`src/rtl/core/lsmp_pkg.sv`:
```
// ----------------------------------------------------------------------------
// lsmp_pkg: shared types and constants of the laser scan median filter
// Position codes, register indexes and the queue geometry used by the
// filter core, the output queue and the top level.
// ----------------------------------------------------------------------------
package lsmp_pkg;

    // configuration port
    localparam int CFG_W     = 16;
    localparam int CFG_IDX_W = 1;

    localparam logic [CFG_IDX_W-1:0] REG_MAX_RANGE = 1'd0;
    localparam logic [CFG_IDX_W-1:0] REG_COLLISION = 1'd1;

    // output queue: one fired sample can add two words
    localparam int QDEPTH   = 4;
    localparam int Q_PTR_W  = 2;
    localparam int Q_CNT_W  = 3;

    // where the filter stands in the current scan
    typedef enum logic [1:0] {
        POS_START = 2'd0,
        POS_FIRST = 2'd1,
        POS_INNER = 2'd2
    } t_pos;

    // words written into the output queue in one cycle
    typedef struct packed {
        logic first;
        logic second;
    } t_push;

endpackage

```
`src/rtl/core/laser_scan_median_proximity.sv`:
```
// ----------------------------------------------------------------------------
// laser_scan_median_proximity: recursive three-tap median over laser scans
// Filters range samples in scan order and flags ranges below the collision
// distance.
// ----------------------------------------------------------------------------
// One sample is taken per clock. A sample is registered, then the median of
// the previous filtered value, the held sample and the new sample, plus the
// obstacle compare, are worked out combinationally and written into a
// four-entry output queue; the words a sample gives pass through the input
// register and the queue before they reach the result channel.
// Results lag the input by one sample: the first sample of a scan gives no
// word until the next one arrives, and the last sample gives two words. The
// output channel moves one word per cycle when not stalled; N samples of a
// scan give N words. The input is stalled only while the queue has no room
// for two words. Invalid samples are replaced by register 0 (max range);
// register 1 is the collision distance. Write registers only while idle.
// ----------------------------------------------------------------------------
module laser_scan_median_proximity
    import lsmp_pkg::*;
#(
    parameter int RANGE_BITS = 16
) (
    input  logic                  i_clk,
    input  logic                  i_rst_n,
    // sample channel
    input  logic                  i_valid,
    output logic                  o_stall,
    input  logic [RANGE_BITS-1:0] i_sample_mm,
    input  logic                  i_sample_valid,
    input  logic                  i_scan_end,
    // result channel
    output logic                  o_valid,
    input  logic                  i_stall,
    output logic [RANGE_BITS-1:0] o_filtered_mm,
    output logic                  o_obstacle_seen,
    output logic                  o_scan_done,
    // configuration
    input  logic                  i_cfg_we,
    input  logic [CFG_IDX_W-1:0]  i_cfg_idx,
    input  logic [CFG_W-1:0]      i_cfg_data
);

    localparam int WORD_W = RANGE_BITS + 2;

    t_push               push;
    logic [WORD_W-1:0]   word0;
    logic [WORD_W-1:0]   word1;
    logic [WORD_W-1:0]   word_out;
    logic                room;
    logic [Q_CNT_W-1:0]  q_count;

    lsmp_core #(
        .RANGE_BITS (RANGE_BITS)
    ) u_core (
        .i_clk          (i_clk),
        .i_rst_n        (i_rst_n),
        .i_valid        (i_valid),
        .o_stall        (o_stall),
        .i_sample_mm    (i_sample_mm),
        .i_sample_valid (i_sample_valid),
        .i_scan_end     (i_scan_end),
        .i_cfg_we       (i_cfg_we),
        .i_cfg_idx      (i_cfg_idx),
        .i_cfg_data     (i_cfg_data),
        .i_room         (room),
        .o_push         (push),
        .o_word0        (word0),
        .o_word1        (word1)
    );

    lsmp_outq #(
        .WIDTH (WORD_W)
    ) u_outq (
        .i_clk   (i_clk),
        .i_rst_n (i_rst_n),
        .i_push  (push),
        .i_word0 (word0),
        .i_word1 (word1),
        .o_room  (room),
        .o_count (q_count),
        .o_valid (o_valid),
        .i_stall (i_stall),
        .o_word  (word_out)
    );

    assign o_filtered_mm   = word_out[WORD_W-1:2];
    assign o_obstacle_seen = word_out[1];
    assign o_scan_done     = word_out[0];

    a_queue_bound: assert property (@(posedge i_clk) disable iff (!i_rst_n)
        q_count <= Q_CNT_W'(QDEPTH))
        else $error("result queue overflow");

    a_push_order: assert property (@(posedge i_clk) disable iff (!i_rst_n)
        push.second |-> push.first)
        else $error("second word pushed without first");

    a_push_room: assert property (@(posedge i_clk) disable iff (!i_rst_n)
        push.first |-> room)
        else $error("word pushed without queue room");

    a_flag_sticky: assert property (@(posedge i_clk) disable iff (!i_rst_n)
        (o_valid && !i_stall && o_obstacle_seen && !o_scan_done)
        |=> (!o_valid || o_obstacle_seen))
        else $error("obstacle flag dropped inside a scan");

endmodule

```
`src/rtl/core/lsmp_core.sv`:
```
// ----------------------------------------------------------------------------
// lsmp_core: input register, scan state and three-tap median
// Holds the configuration, registers the incoming sample and turns it into
// zero, one or two result words for the output queue.
// ----------------------------------------------------------------------------
module lsmp_core
    import lsmp_pkg::*;
#(
    parameter int RANGE_BITS = 16
) (
    input  logic                  i_clk,
    input  logic                  i_rst_n,
    // sample channel
    input  logic                  i_valid,
    output logic                  o_stall,
    input  logic [RANGE_BITS-1:0] i_sample_mm,
    input  logic                  i_sample_valid,
    input  logic                  i_scan_end,
    // configuration
    input  logic                  i_cfg_we,
    input  logic [CFG_IDX_W-1:0]  i_cfg_idx,
    input  logic [CFG_W-1:0]      i_cfg_data,
    // output queue side
    input  logic                  i_room,
    output t_push                 o_push,
    output logic [RANGE_BITS+1:0] o_word0,
    output logic [RANGE_BITS+1:0] o_word1
);

    logic [RANGE_BITS-1:0] r_max_range;
    logic [RANGE_BITS-1:0] r_collision;
    logic [RANGE_BITS-1:0] n_cfg_val;

    logic                  r_in_v;
    logic [RANGE_BITS-1:0] r_in_mm;
    logic                  r_in_ok;
    logic                  r_in_last;

    t_pos                  r_pos,  n_pos;
    logic                  r_flag, n_flag;
    logic [RANGE_BITS-1:0] r_prev, n_prev;
    logic [RANGE_BITS-1:0] r_pend, n_pend;

    logic                  accept;
    logic                  fire;
    logic [RANGE_BITS-1:0] smp;
    logic [RANGE_BITS-1:0] med;
    logic [RANGE_BITS-1:0] v0;
    logic                  f0;
    logic                  f1;

    function automatic logic [RANGE_BITS-1:0] med3(
        input logic [RANGE_BITS-1:0] a,
        input logic [RANGE_BITS-1:0] b,
        input logic [RANGE_BITS-1:0] c
    );
        logic [RANGE_BITS-1:0] lo;
        logic [RANGE_BITS-1:0] hi;
        logic [RANGE_BITS-1:0] m;
        lo = (a < b) ? a : b;
        hi = (a < b) ? b : a;
        m  = (hi < c) ? hi : c;
        return (lo > m) ? lo : m;
    endfunction

    // register data is zero extended or truncated to the range width
    always_comb begin
        n_cfg_val = '0;
        for (int i = 0; i < RANGE_BITS && i < CFG_W; i++) begin
            n_cfg_val[i] = i_cfg_data[i];
        end
    end

    always_ff @(posedge i_clk) begin
        if (!i_rst_n) begin
            r_max_range <= RANGE_BITS'(32'd65535);
            r_collision <= RANGE_BITS'(32'd1000);
        end else if (i_cfg_we) begin
            if (i_cfg_idx == REG_MAX_RANGE) begin
                r_max_range <= n_cfg_val;
            end
            if (i_cfg_idx == REG_COLLISION) begin
                r_collision <= n_cfg_val;
            end
        end
    end

    // input register
    assign fire    = r_in_v && i_room;
    assign o_stall = r_in_v && !i_room;
    assign accept  = i_valid && !o_stall;

    always_ff @(posedge i_clk) begin
        if (!i_rst_n) begin
            r_in_v <= 1'b0;
        end else if (accept) begin
            r_in_v <= 1'b1;
        end else if (fire) begin
            r_in_v <= 1'b0;
        end
    end

    always_ff @(posedge i_clk) begin
        if (accept) begin
            r_in_mm   <= i_sample_mm;
            r_in_ok   <= i_sample_valid;
            r_in_last <= i_scan_end;
        end
    end

    assign smp = r_in_ok ? r_in_mm : r_max_range;
    assign med = med3(r_prev, r_pend, smp);
    assign v0  = (r_pos == POS_FIRST) ? r_pend : med;
    assign f0  = r_flag || (v0 < r_collision);
    assign f1  = f0 || (smp < r_collision);

    always_comb begin
        n_pos   = r_pos;
        n_flag  = r_flag;
        n_prev  = r_prev;
        n_pend  = r_pend;
        o_push  = '0;
        o_word0 = {v0, f0, 1'b0};
        o_word1 = {smp, f1, 1'b1};
        if (fire) begin
            unique case (r_pos)
                POS_START: begin
                    // flag starts fresh with each scan
                    o_word0 = {smp, smp < r_collision, 1'b1};
                    n_flag  = r_in_last && (smp < r_collision);
                    if (r_in_last) begin
                        o_push.first = 1'b1;
                    end else begin
                        n_pend = smp;
                        n_pos  = POS_FIRST;
                    end
                end
                default: begin
                    n_prev       = v0;
                    o_push.first = 1'b1;
                    if (r_in_last) begin
                        // last sample passes through unchanged
                        o_push.second = 1'b1;
                        n_flag        = f1;
                        n_pos         = POS_START;
                    end else begin
                        n_flag = f0;
                        n_pend = smp;
                        n_pos  = POS_INNER;
                    end
                end
            endcase
        end
    end

    always_ff @(posedge i_clk) begin
        if (!i_rst_n) begin
            r_pos  <= POS_START;
            r_flag <= 1'b0;
            r_prev <= '0;
            r_pend <= '0;
        end else begin
            r_pos  <= n_pos;
            r_flag <= n_flag;
            r_prev <= n_prev;
            r_pend <= n_pend;
        end
    end

endmodule

```
`src/rtl/core/lsmp_outq.sv`:
```
// ----------------------------------------------------------------------------
// lsmp_outq: four-entry result queue
// Takes up to two words a cycle from the filter core and hands them out one
// at a time on the result channel.
// ----------------------------------------------------------------------------
module lsmp_outq
    import lsmp_pkg::*;
#(
    parameter int WIDTH = 18
) (
    input  logic               i_clk,
    input  logic               i_rst_n,
    input  t_push              i_push,
    input  logic [WIDTH-1:0]   i_word0,
    input  logic [WIDTH-1:0]   i_word1,
    output logic               o_room,
    output logic [Q_CNT_W-1:0] o_count,
    output logic               o_valid,
    input  logic               i_stall,
    output logic [WIDTH-1:0]   o_word
);

    logic [WIDTH-1:0]   r_mem [QDEPTH];
    logic [Q_PTR_W-1:0] r_wr, n_wr;
    logic [Q_PTR_W-1:0] r_rd;
    logic [Q_CNT_W-1:0] r_count, n_count;
    logic               pop;

    assign o_valid = (r_count != '0);
    assign pop     = o_valid && !i_stall;
    assign o_word  = r_mem[r_rd];
    assign o_count = r_count;
    // room for the two words of a scan end
    assign o_room  = (r_count <= Q_CNT_W'(QDEPTH - 2));

    always_comb begin
        n_wr    = r_wr + Q_PTR_W'(i_push.first) + Q_PTR_W'(i_push.second);
        n_count = r_count + Q_CNT_W'(i_push.first) + Q_CNT_W'(i_push.second)
                  - Q_CNT_W'(pop);
    end

    always_ff @(posedge i_clk) begin
        if (i_push.first) begin
            r_mem[r_wr] <= i_word0;
        end
        if (i_push.second) begin
            r_mem[r_wr + Q_PTR_W'(1)] <= i_word1;
        end
    end

    always_ff @(posedge i_clk) begin
        if (!i_rst_n) begin
            r_wr    <= '0;
            r_rd    <= '0;
            r_count <= '0;
        end else begin
            r_wr    <= n_wr;
            r_count <= n_count;
            if (pop) begin
                r_rd <= r_rd + Q_PTR_W'(1);
            end
        end
    end

endmodule

```
`config.mk`:
```
export PLATFORM = sky130hd
export DESIGN_NAME = laser_scan_median_proximity
export DESIGN_NICKNAME = d
export VERILOG_FILES = /design/src/rtl/core/lsmp_pkg.sv /design/src/rtl/core/laser_scan_median_proximity.sv /design/src/rtl/core/lsmp_core.sv /design/src/rtl/core/lsmp_outq.sv
export SDC_FILE = /design/constraint.sdc
export NUM_CORES = 1
export LEC_CHECK = 0
export ABC_AREA = 1
export BUFFER_PORTS_ARGS = -buffer_cell sky130_fd_sc_hd__buf_2
export CORE_MARGIN = 8
export CORE_UTILIZATION = 42
export CTS_CLUSTER_DIAMETER = 100
export DETAILED_ROUTE_END_ITERATION = 16
export PLACE_DENSITY = 0.57
export SLEW_MARGIN = 20
export SYNTH_ARGS = -nofsm -noshare
export SYNTH_HDL_FRONTEND = slang
export SYNTH_HIERARCHICAL = 1
export SYNTH_SLANG_ARGS = --single-unit
```
`constraint.sdc`:
```
create_clock -name i_clk -period 6.6 [get_ports i_clk]
set_clock_uncertainty 0.2 [all_clocks]
set_input_delay 0.66 -clock i_clk [delete_from_list [all_inputs] [get_ports i_clk]]
set_output_delay 0.66 -clock i_clk [all_outputs]
set_load 0.005 [all_outputs]
```
==> impl_metrics.toml, run 1 <==
[yosys]
synthMuxAreaShare_pct = 0
ys.flop_type = "edfxtp_1"
synth_simple_gate_area_share_pct = 16.9
yosysMostFrequentCell = "nand2_1"
synth_area_per_cell_sq_um = 8.08
synth_compound_area_share_pct = 21.5
synth_top_family_by_area = "compound AO/OA/AOI/OAI gates"
synth_edf_count = 90
yosysSeqAreaShare_pct = 42.7
synth_top_area_share_pct = 27.2
yosysWarningCount = 6
synthCells = 1230
yosys.area.top_type = "edfxtp_1"
syn_nets = 1351
synth_cell_types = 39
async_flop_share_pct = 0
synthTopCellsByArea = "edfxtp_1 27%, dfxtp_1 16%, ha_1 9.8%, nand2_1 8.9%, o21ai_0 6.2%"
synth_area_sq_um = 9940
ys_ff_latch = 167
synthXorXnorAreaFrac_pct = 0
yosys-top-cells-count = "235 x nand2_1, 130 x inv_1, 124 x o21ai_0, 102 x a21oi_1, 102 x nor2_1"
synth_fa_ha_area_share_pct = 10.4

[worst_setup_path]
arrival_ns = 6.38
endpoint_kind = "flip-flop"
crit_fanout = 8
crit_slowest_cell = "dfxtp_2"
crit_top_cell = "nand2_2"
worstSetupPathType = "reg -> reg"
start_kind = "flip-flop"
cp.required_ns = 6.57
crit_path_max_incr_delay_ns = 0.37

[routing]
finalWirelength_um = 28100
postRouteAntennaNets = 0
drtIter0Drc = 581
drc = 0
avgRoutedWirePerCell_um = 16.6
route.vias.total = 8841
dr.pass1.iters = 5
vias_per_cell = 5.22

[power_and_ir_drop]
p_switching_mw = 3.29
vdd_drop_max_uv = 305
p_int_mw = 4.11
pwr-share-clk_pct = 13.2
pwr-share-seq_pct = 19.9
p_per_area_nw_per_um2 = 592
combPwrFrac_pct = 66.9
switching_share_pct = 44.4
cellLeakagePower_nw = 5.41

[timing]
setup_slack_ns = 0.195
rsz0062_at_grt = "true"
drv_slew = 0
tightest_slew_ns = 1.06
max_slew_margin_pct = 28.4
setup_violations = 0
totalNegativeSetupSlack_ns = 0
period_minus_slack_ns = 6.40
fmax_mhz = 156
hold_viol_final = 0
min_period_over_period_pct = 97.0

[clocking]
insertion_delay_ns = 0.44
cts_tree = "yes"
clockRootBuffer = "clkbuf_16"
cts_max_path_buffers = 2
cts_hold_buffers = 0
htreeDepth = 4
cts_buffers = 17
clock-sinks = 167
cts.clk_slew.worst_paths_ns = 0.07

[floorplan]
rows = 56
die_w_um = 170
io-pin-count = 60
start_util_pct = 42.6
core-area_sq_um = 23300
dieArea_sq_um = 28900
die_h_um = 170

[place]
dpl_worst_slack_ns = -0.176
place_congestion = 0.861
dp_hpwl_um = 19100
port_buffers = 59
postPlaceCellArea_sq_um = 11000
placedCellCount = 1628

[final_layout]
instances_no_fill = 1693
final_area_sq_um = 12500
drive_above_1_share_pct = 26.9
diodes = 0
syn2layout_area_growth_pct = 25.8
num-nets-final = 1482

[global_route]
antenna_found_initial = 0
grt_pass1_wl_um = 42900
track_usage_pct = 18.7
grt_max_degree = 72
grt_pass1_vias = 8104
grt.overflow.total = 0

[job]
maxCapViolCount = 0

[run_status]
outcome = "complete, no violations"

[hold_path]
worstHoldPathType = "in -> reg"
==> stage by stage <==
stage	utilization (%)	hold slack, ns	total power [mW]
2_1_floorplan	-	0.224	4.10
3_3_place_gp	47.0	0.232	5.34
3_5_place_dp	47.0	0.237	5.39
4_1_cts	49.7	0.177	6.52
5_1_grt	53.6	0.178	8.01
6_report	53.6	0.195	7.40
==> registers in the layout, indices dropped and copies added (netlist names), named ones only <==
register / flops
u_core/r_collision: 16
u_core/r_flag: 1
u_outq/o_count: 3
u_core/r_pend: 16
u_core/r_in_last: 1
u_outq/r_rd: 2
u_core/r_in_v: 1
u_core/r_prev: 16
u_core/r_pos: 2
u_core/r_in_mm: 16
u_core/r_max_range: 16
u_outq/r_wr: 2
u_outq/r_mem: 72
u_core/r_in_ok: 1
==> per-layer routing <==
| metal | share of wire, % | GRT usage [%] | up-vias |
|---|---|---|---|
| li1 | - | - | 4484 |
| met2 | 46 | 30.2 | 205 |
| met5 | 0 | 0 | - |
| met1 | 48 | 25.8 | 4131 |
| met4 | 1.1 | 4.46 | 0 |
| met3 | 4.5 | 2.97 | 21 |
==> path summary, 6_finish.rpt <==
check	end	cells past startpoint	slack, ns	from
max	u_outq/r_mem[0][1]$_DFFE_PP_	43	0.20	u_core/r_pend[9]$_SDFFE_PN0P_
min	u_core/r_in_mm[3]$_DFFE_PP_	1	0.19	i_sample_mm[3]
max reg2reg	u_outq/r_mem[0][1]$_DFFE_PP_	43	0.20	u_core/r_pend[9]$_SDFFE_PN0P_
min reg2reg	u_core/r_max_range[15]$_SDFFE_PN1P_	2	0.25	u_core/r_max_range[15]$_SDFFE_PN1P_
==> cells in the final DEF, fill, tap and decap left out, types with 59 or more instances in the layout <==
master / Yosys / routed
nor2_1: 102 / 99
o21ai_1: 75 / 78
dfxtp_1: 77 / 63
edfxtp_1: 90 / 90
buf_2: 10 / 59
inv_1: 130 / 118
ha_1: 78 / 59
o21ai_0: 124 / 97
buf_4: 5 / 95
a21oi_1: 102 / 92
nand2_1: 235 / 216
==> critical path: cells and delay by family, from the launching register on <==
family | cells | cell delay [ns]
and+or+nand+nor | 15 | 1.74
buffers and inverters | 9 | 0.99
AOI/OAI and AO/OA | 15 | 1.86
adders and majority gates | 4 | 0.97
DFF | 1 | 0.37
==> cell families after synthesis <==
| kind of cell | Yosys count |
|---|---|
| AOI/OAI and AO/OA | 384 |
| DFF | 167 |
| other | 1 |
| adders and majority gates | 81 |
| and+or+nand+nor | 402 |
| buffers and inverters | 195 |
==> power groups by stage <==
stage          Clock, mW  Combinational [mW]  Sequential (mW)
6_report           0.977                4.95             1.47
5_1_grt             1.03                5.49             1.48
4_1_cts            0.993                4.06             1.47
3_5_place_dp           0                3.91             1.49
3_3_place_gp           0                3.85             1.49
2_1_floorplan          0                2.63             1.48
==> timing repair <==
item                       4_1_cts  5_1_grt
pin swaps                        5       39
cloned                           1        8
buffers inserted                 1       24
setup endpoints to repair        5        6
resized for setup               18      156
==> area by class of cell <==
type                            instances  area [sq um]
Clock buffer                           17           425
Clock inverter                         15           145
Fill cell                            2147         10800
Inverter                              132           503
Multi-Input combinational cell        871          5480
Sequential cell                       167          4260
Tap cell                              319           399
Timing Repair Buffer                  172          1300
No activity file was read; power rests on OpenSTA's default activity.
==> inputs of run 2 (changes only) <==
--- a/config.mk
+++ b/config.mk
@@ -8,10 +8,10 @@
 export ABC_AREA = 1
 export BUFFER_PORTS_ARGS = -buffer_cell sky130_fd_sc_hd__buf_2
 export CORE_MARGIN = 8
-export CORE_UTILIZATION = 42
+export CORE_UTILIZATION = 55
 export CTS_CLUSTER_DIAMETER = 100
 export DETAILED_ROUTE_END_ITERATION = 16
-export PLACE_DENSITY = 0.57
+export PLACE_DENSITY = 0.71
 export SLEW_MARGIN = 20
 export SYNTH_ARGS = -nofsm -noshare
 export SYNTH_HDL_FRONTEND = slang
==> constraint.sdc (replaced) <==
create_clock -name i_clk -period 8.3 [get_ports i_clk]
set_clock_uncertainty 0.2 [all_clocks]
set_input_delay 0.83 -clock i_clk [delete_from_list [all_inputs] [get_ports i_clk]]
set_output_delay 0.83 -clock i_clk [all_outputs]
set_load 0.005 [all_outputs]
==> run 2 against run 1 <==
- maximum frequency shrank 17%
- largest cell class unchanged
- clock-buffer cell count is 3 higher
- worst setup slack better by 0.42 ns
- utilization up 7.8 points
- power is 34% lower
- critical endpoint is now u_outq/r_mem[3][1]$_DFFE_PP_
- sequential cell count unchanged
- via count down 4.0%
- register-to-register slack improved by 0.42 ns
- clock power down 15%
- critical path depth fell by 7
==> impl_metrics.toml, run 2 (same netlist as run 1, synthesis figures left out) <==
[routing]
avgRoutedWirePerCell_um = 16.7
vias_per_cell = 5.65
finalWirelength_um = 25200
route.vias.total = 8490
drtIter0Drc = 699
drc = 0
postRouteAntennaNets = 0
dr.pass1.iters = 5

[power_and_ir_drop]
p_total_mw = 4.89
pwr-share-seq_pct = 23.8
switching_share_pct = 45.1
vdd_drop_max_uv = 329
p_switching_mw = 2.21
p_int_mw = 2.68
combPwrFrac_pct = 59.2
p_per_area_nw_per_um2 = 446
cellLeakagePower_nw = 4.80
pwr-share-clk_pct = 17.0

[final_layout]
largest_reg_flops = 72
fin_util_pct = 61.4
top_register = "u_outq/r_mem"
diodes = 0
final_common_cell = "nand2_1"
final_cell_mix = "235 x nand2_1, 129 x inv_1, 122 x o21ai_0"
register_area_sq_um = 4240
num-nets-final = 1382
syn2layout_area_growth_pct = 10.1
num-fill-cells = 1549
final_area_sq_um = 11000
drive_above_1_share_pct = 12.6
multi_input_area_sq_um = 4890
instances_no_fill = 1503

[global_route]
grt_pass1_vias = 7817
grt.overflow.total = 0
grt_pass1_wl_um = 39800
antenna_found_initial = 0
track_usage_pct = 22.4
grt_max_degree = 72

[hold_path]
worstHoldPathType = "reg -> reg"
holdPathStages = 2
whs_endpoint = "u_core/r_max_range[9]$_SDFFE_PN1P_"
hold_path_startpoint = "u_core/r_max_range[9]$_SDFFE_PN1P_"

[floorplan]
die_w_um = 150
io-pin-count = 60
dieArea_sq_um = 22600
die_h_um = 150
core-area_sq_um = 17800
start_util_pct = 55.7
rows = 49

[clocking]
clock-sinks = 167
htreeDepth = 4
cts_hold_buffers = 0
clockRootBuffer = "clkbuf_16"
cts_tree = "yes"
cts_buffers = 17
insertion_delay_ns = 0.42
cts.clk_slew.worst_paths_ns = 0.06
cts_max_path_buffers = 2

[worst_setup_path]
arrival_ns = 7.64
crit_top_cell = "nand2_1"
r2r_end = "u_outq/r_mem[3][1]$_DFFE_PP_"
crit_slowest_cell = "o21ai_1"
worstSetupPathType = "reg -> reg"
endpoint_kind = "flip-flop"
worstRegToRegCells = 36
crit_fanout = 63
start_kind = "flip-flop"
cp.required_ns = 8.26
timing.rr.start = "u_core/r_pend[15]$_SDFFE_PN0P_"
rrSetupSlack_ns = 0.61
crit_path_max_incr_delay_ns = 0.44

[timing]
max_slew_margin_pct = 29.9
fmax_mhz = 130
tightest_slew_ns = 1.05
setup_violations = 0
drv_slew = 0
hold_viol_final = 0
holdWs_ns = 0.251
min_period_over_period_pct = 92.6
setup_slack_ns = 0.613
rsz0062_at_grt = "false"
totalNegativeSetupSlack_ns = 0
period_minus_slack_ns = 7.69

[place]
postPlaceCellArea_sq_um = 10300
placedCellCount = 1466
place_congestion = 0.891
dp_hpwl_um = 17600
port_buffers = 59
dpl_worst_slack_ns = 0.630

[job]
maxCapViolCount = 0

[run_status]
outcome = "complete, no violations"
## run 2: cell type report
class / count / area share, %
multi-input combinational: 868 / 44.7
sequential: 167 / 38.8
inverter: 132 / 4.56
clock buffer: 20 / 3.99
timing repair buffer: 74 / 3.72
tap: 229 / 2.62
clock inverter: 12 / 1.63
timing repair inverter: 1 / 0.0685
## run 2: routing by layer
metal	GRT usage, %	part of all wire (%)
met2	35.7	46
met5	0	0
met4	6.90	1.6
met3	3.97	5.8
met1	30.4	47
## run 2: worst max-delay path by stage
stage / slack, ns / depth (start not counted) / endpoint / startpoint
2_1_floorplan: 2.34 / 45 / u_outq/r_mem[3][1]$_DFFE_PP_ / u_core/r_pend[5]$_SDFFE_PN0P_
3_3_place_gp: 0.81 / 38 / u_outq/r_mem[3][1]$_DFFE_PP_ / u_core/r_pend[15]$_SDFFE_PN0P_
3_5_place_dp: 0.63 / 35 / u_outq/r_mem[1][1]$_DFFE_PP_ / u_core/r_pend[15]$_SDFFE_PN0P_
4_1_cts: 0.52 / 35 / u_outq/r_mem[2][1]$_DFFE_PP_ / u_core/r_pend[15]$_SDFFE_PN0P_
5_1_grt: 0.01 / 37 / u_outq/r_mem[0][1]$_DFFE_PP_ / u_core/r_pend[15]$_SDFFE_PN0P_
6_report: 0.61 / 36 / u_outq/r_mem[3][1]$_DFFE_PP_ / u_core/r_pend[15]$_SDFFE_PN0P_
## run 2: critical path: cells and delay by family, from the launching register on
family,cells,cell delay [ns]
AOI/OAI and AO/OA,12,2.44
adders and majority gates,4,1.28
buffers and inverters,6,0.82
DFF,1,0.34
and+or+nand+nor,14,2.33
## run 2: repair_timing
| action | 4_1_cts | 5_1_grt |
|---|---|---|
| setup buffers | 0 | 4 |
| setup endpoints to repair | 0 | 5 |
| resized for setup | 0 | 5 |
## run 2: power groups by stage
stage	logic (mW)	clock network (mW)	registers, mW
5_1_grt	3.28	0.873	1.17
2_1_floorplan	2.09	0	1.17
3_5_place_dp	2.67	0	1.18
3_3_place_gp	2.60	0	1.18
4_1_cts	2.69	0.840	1.16
6_report	2.89	0.831	1.16
==> inputs of run 3 (changes only) <==
--- a/config.mk
+++ b/config.mk
@@ -7,11 +7,10 @@
 export LEC_CHECK = 0
 export ABC_AREA = 1
 export BUFFER_PORTS_ARGS = -buffer_cell sky130_fd_sc_hd__buf_2
-export CORE_MARGIN = 8
 export CORE_UTILIZATION = 55
 export CTS_CLUSTER_DIAMETER = 100
 export DETAILED_ROUTE_END_ITERATION = 16
-export PLACE_DENSITY = 0.71
+export PLACE_DENSITY_LB_ADDON = 0.15
 export SLEW_MARGIN = 20
 export SYNTH_ARGS = -nofsm -noshare
 export SYNTH_HDL_FRONTEND = slang
==> run 3 against run 2 <==
- sequential share of layout area up 0.33 points
- first-iteration DRC count down 20%
- die area down 18%
- maximum frequency up 0.75%
- largest power group unchanged
- global-route usage up 4.2 points
- sequential cell count unchanged
- critical path depth unchanged
- register-to-register slack better by 0.06 ns
- combinational power down 3%
==> impl_metrics.toml, run 3 (same netlist as run 1, synthesis figures left out) <==
[worst_setup_path]
endpoint_kind = "flip-flop"
start_kind = "flip-flop"
cp.required_ns = 8.37
crit_slowest_cell = "o21ai_0"
crit_fanout = 63
timing.rr.start = "u_core/r_pend[15]$_SDFFE_PN0P_"
worstSetupPathType = "reg -> reg"
rrSetupSlack_ns = 0.67
arrival_ns = 7.70
worstRegToRegCells = 36
crit_top_cell = "nand2_1"
crit_path_max_incr_delay_ns = 0.46
r2r_end = "u_outq/r_mem[3][1]$_DFFE_PP_"

[clocking]
cts_tree = "yes"
clockRootBuffer = "clkbuf_16"
cts_hold_buffers = 0
insertion_delay_ns = 0.43
cts_buffers = 17
htreeDepth = 4
clock-sinks = 167
cts.clk_slew.worst_paths_ns = 0.07
cts_max_path_buffers = 2

[power_and_ir_drop]
p_switching_mw = 2.19
cellLeakagePower_nw = 4.75
vdd_drop_max_uv = 239
switching_share_pct = 46.2
p_total_mw = 4.74
p_int_mw = 2.55
pwr-share-clk_pct = 16.0
combPwrFrac_pct = 59.4
pwr-share-seq_pct = 24.6
p_per_area_nw_per_um2 = 436

[timing]
setup_violations = 0
period_minus_slack_ns = 7.63
min_period_over_period_pct = 91.9
tightest_slew_ns = 1.05
fmax_mhz = 131
totalNegativeSetupSlack_ns = 0
max_slew_margin_pct = 30.1
rsz0062_at_grt = "false"
drv_slew = 0
hold_viol_final = 0

[place]
place_congestion = 0.918
port_buffers = 59
dp_hpwl_um = 17000

[floorplan]
io-pin-count = 60
dieArea_sq_um = 18600
die_h_um = 136
die_w_um = 136
start_util_pct = 56.9
rows = 48
core-area_sq_um = 17500

[global_route]
grt_pass1_vias = 7409
use_met2_pct = 44.2
met3_usage_pct = 4.14
antenna_found_initial = 0
grt_pass1_wl_um = 37500
track_usage_pct = 26.5
grt.overflow.total = 0
use_met1_pct = 35.4
grt_max_degree = 72
grt_busiest_layer = "met2"

[final_layout]
drive_above_1_share_pct = 12.5
num-nets-final = 1380
diodes = 0
syn2layout_area_growth_pct = 9.22
final_common_cell = "nand2_1"
final_cell_mix = "235 x nand2_1, 129 x inv_1, 122 x o21ai_0"
num-fill-cells = 1563
largest_reg_flops = 72
top_register = "u_outq/r_mem"

[hold_path]
holdPathStages = 2
whs_endpoint = "u_core/r_max_range[15]$_SDFFE_PN1P_"
hold_path_startpoint = "u_core/r_max_range[15]$_SDFFE_PN1P_"
worstHoldPathType = "reg -> reg"

[routing]
postRouteAntennaNets = 0
finalWirelength_um = 23900
drtIter0Drc = 561
avgRoutedWirePerCell_um = 15.9
drc = 0
vias_per_cell = 5.60
dr.pass1.iters = 7
route.vias.total = 8385

[run_status]
outcome = "complete, no violations"

[job]
maxCapViolCount = 0
## run 3: cell count changes in the layout (fill, tap and decap cells not counted)
cell        change
nand2_8         -1
inv_8           +1
inv_6           +3
nand2_4         +1
bufinv_16       -3
clkinv_1        +1
clkinvlp_4      +4
buf_4           -2
clkinv_2        -1
clkbuf_1        -1
clkinv_4        -4
## run 3: how the worst max path moves through the flow
stage	start	end	slack, ns
final	u_core/r_pend[15]$_SDFFE_PN0P_	u_outq/r_mem[3][1]$_DFFE_PP_	0.67
after global routing	u_core/r_pend[15]$_SDFFE_PN0P_	u_outq/r_mem[2][1]$_DFFE_PP_	0.10
after CTS	u_core/r_pend[15]$_SDFFE_PN0P_	u_outq/r_mem[3][1]$_DFFE_PP_	0.61
after detailed placement	u_core/r_pend[5]$_SDFFE_PN0P_	u_outq/r_mem[3][1]$_DFFE_PP_	0.71
after global placement	u_core/r_pend[15]$_SDFFE_PN0P_	u_outq/r_mem[3][1]$_DFFE_PP_	0.78
after floorplan	u_core/r_pend[5]$_SDFFE_PN0P_	u_outq/r_mem[3][1]$_DFFE_PP_	2.34
## run 3: area by class of cell
type	count	area [sq um]	share of cell area, %
Multi-Input combinational cell	868	4880	45.0
Sequential cell	167	4240	39.1
Inverter	132	499	4.60
Clock buffer	19	433	3.99
Timing Repair Buffer	72	393	3.62
Tap cell	225	282	2.59
Clock inverter	13	120	1.11
Timing Repair inverter	1	7.51	0.0691
## run 3: through the flow
stage / worst slack (ns) / instances / utilization [%] / cell area [sq um] / hold WS [ns]
global route: 0.103 / 1497 / 62.1 / 10900 / 0.276
CTS: 0.612 / 1494 / 62.0 / 10800 / 0.253
finish: 0.671 / 1497 / 62.1 / 10900 / 0.253
global placement: 0.785 / 1462 / 58.8 / 10300 / 0.233
floorplan: 2.34 / 1230 / - / 9940 / 0.224
detailed placement: 0.708 / 1462 / 58.8 / 10300 / 0.237
## run 3: metal layers
metal	wire, um	vias up
met5	0	-
met4	365	0
met3	1150	32
met2	11200	235
met1	11200	3858
li1	-	4260
## run 3: what timing repair did
item	4_1_cts	5_1_grt
resized for setup	0	4
endpoints found under the setup margin	0	4
buffers inserted	0	2
endpoints found under the hold margin	0	0
## run 3: worst max-delay path, delay by kind of cell, from the launching register on
family          cells  cell delay (ns)
compound gates     16             3.37
flops               1             0.35
simple gates       12             1.60
buf+inv             4             0.72
fa+ha+maj           4             1.22
## run 3: power by group through the flow
stage	clock, mW	sequential (mW)	combinational, mW
3_5_place_dp	0	1.18	2.65
5_1_grt	0.807	1.17	3.16
4_1_cts	0.773	1.16	2.67
2_1_floorplan	0	1.17	2.09
6_report	0.760	1.17	2.81
3_3_place_gp	0	1.18	2.60
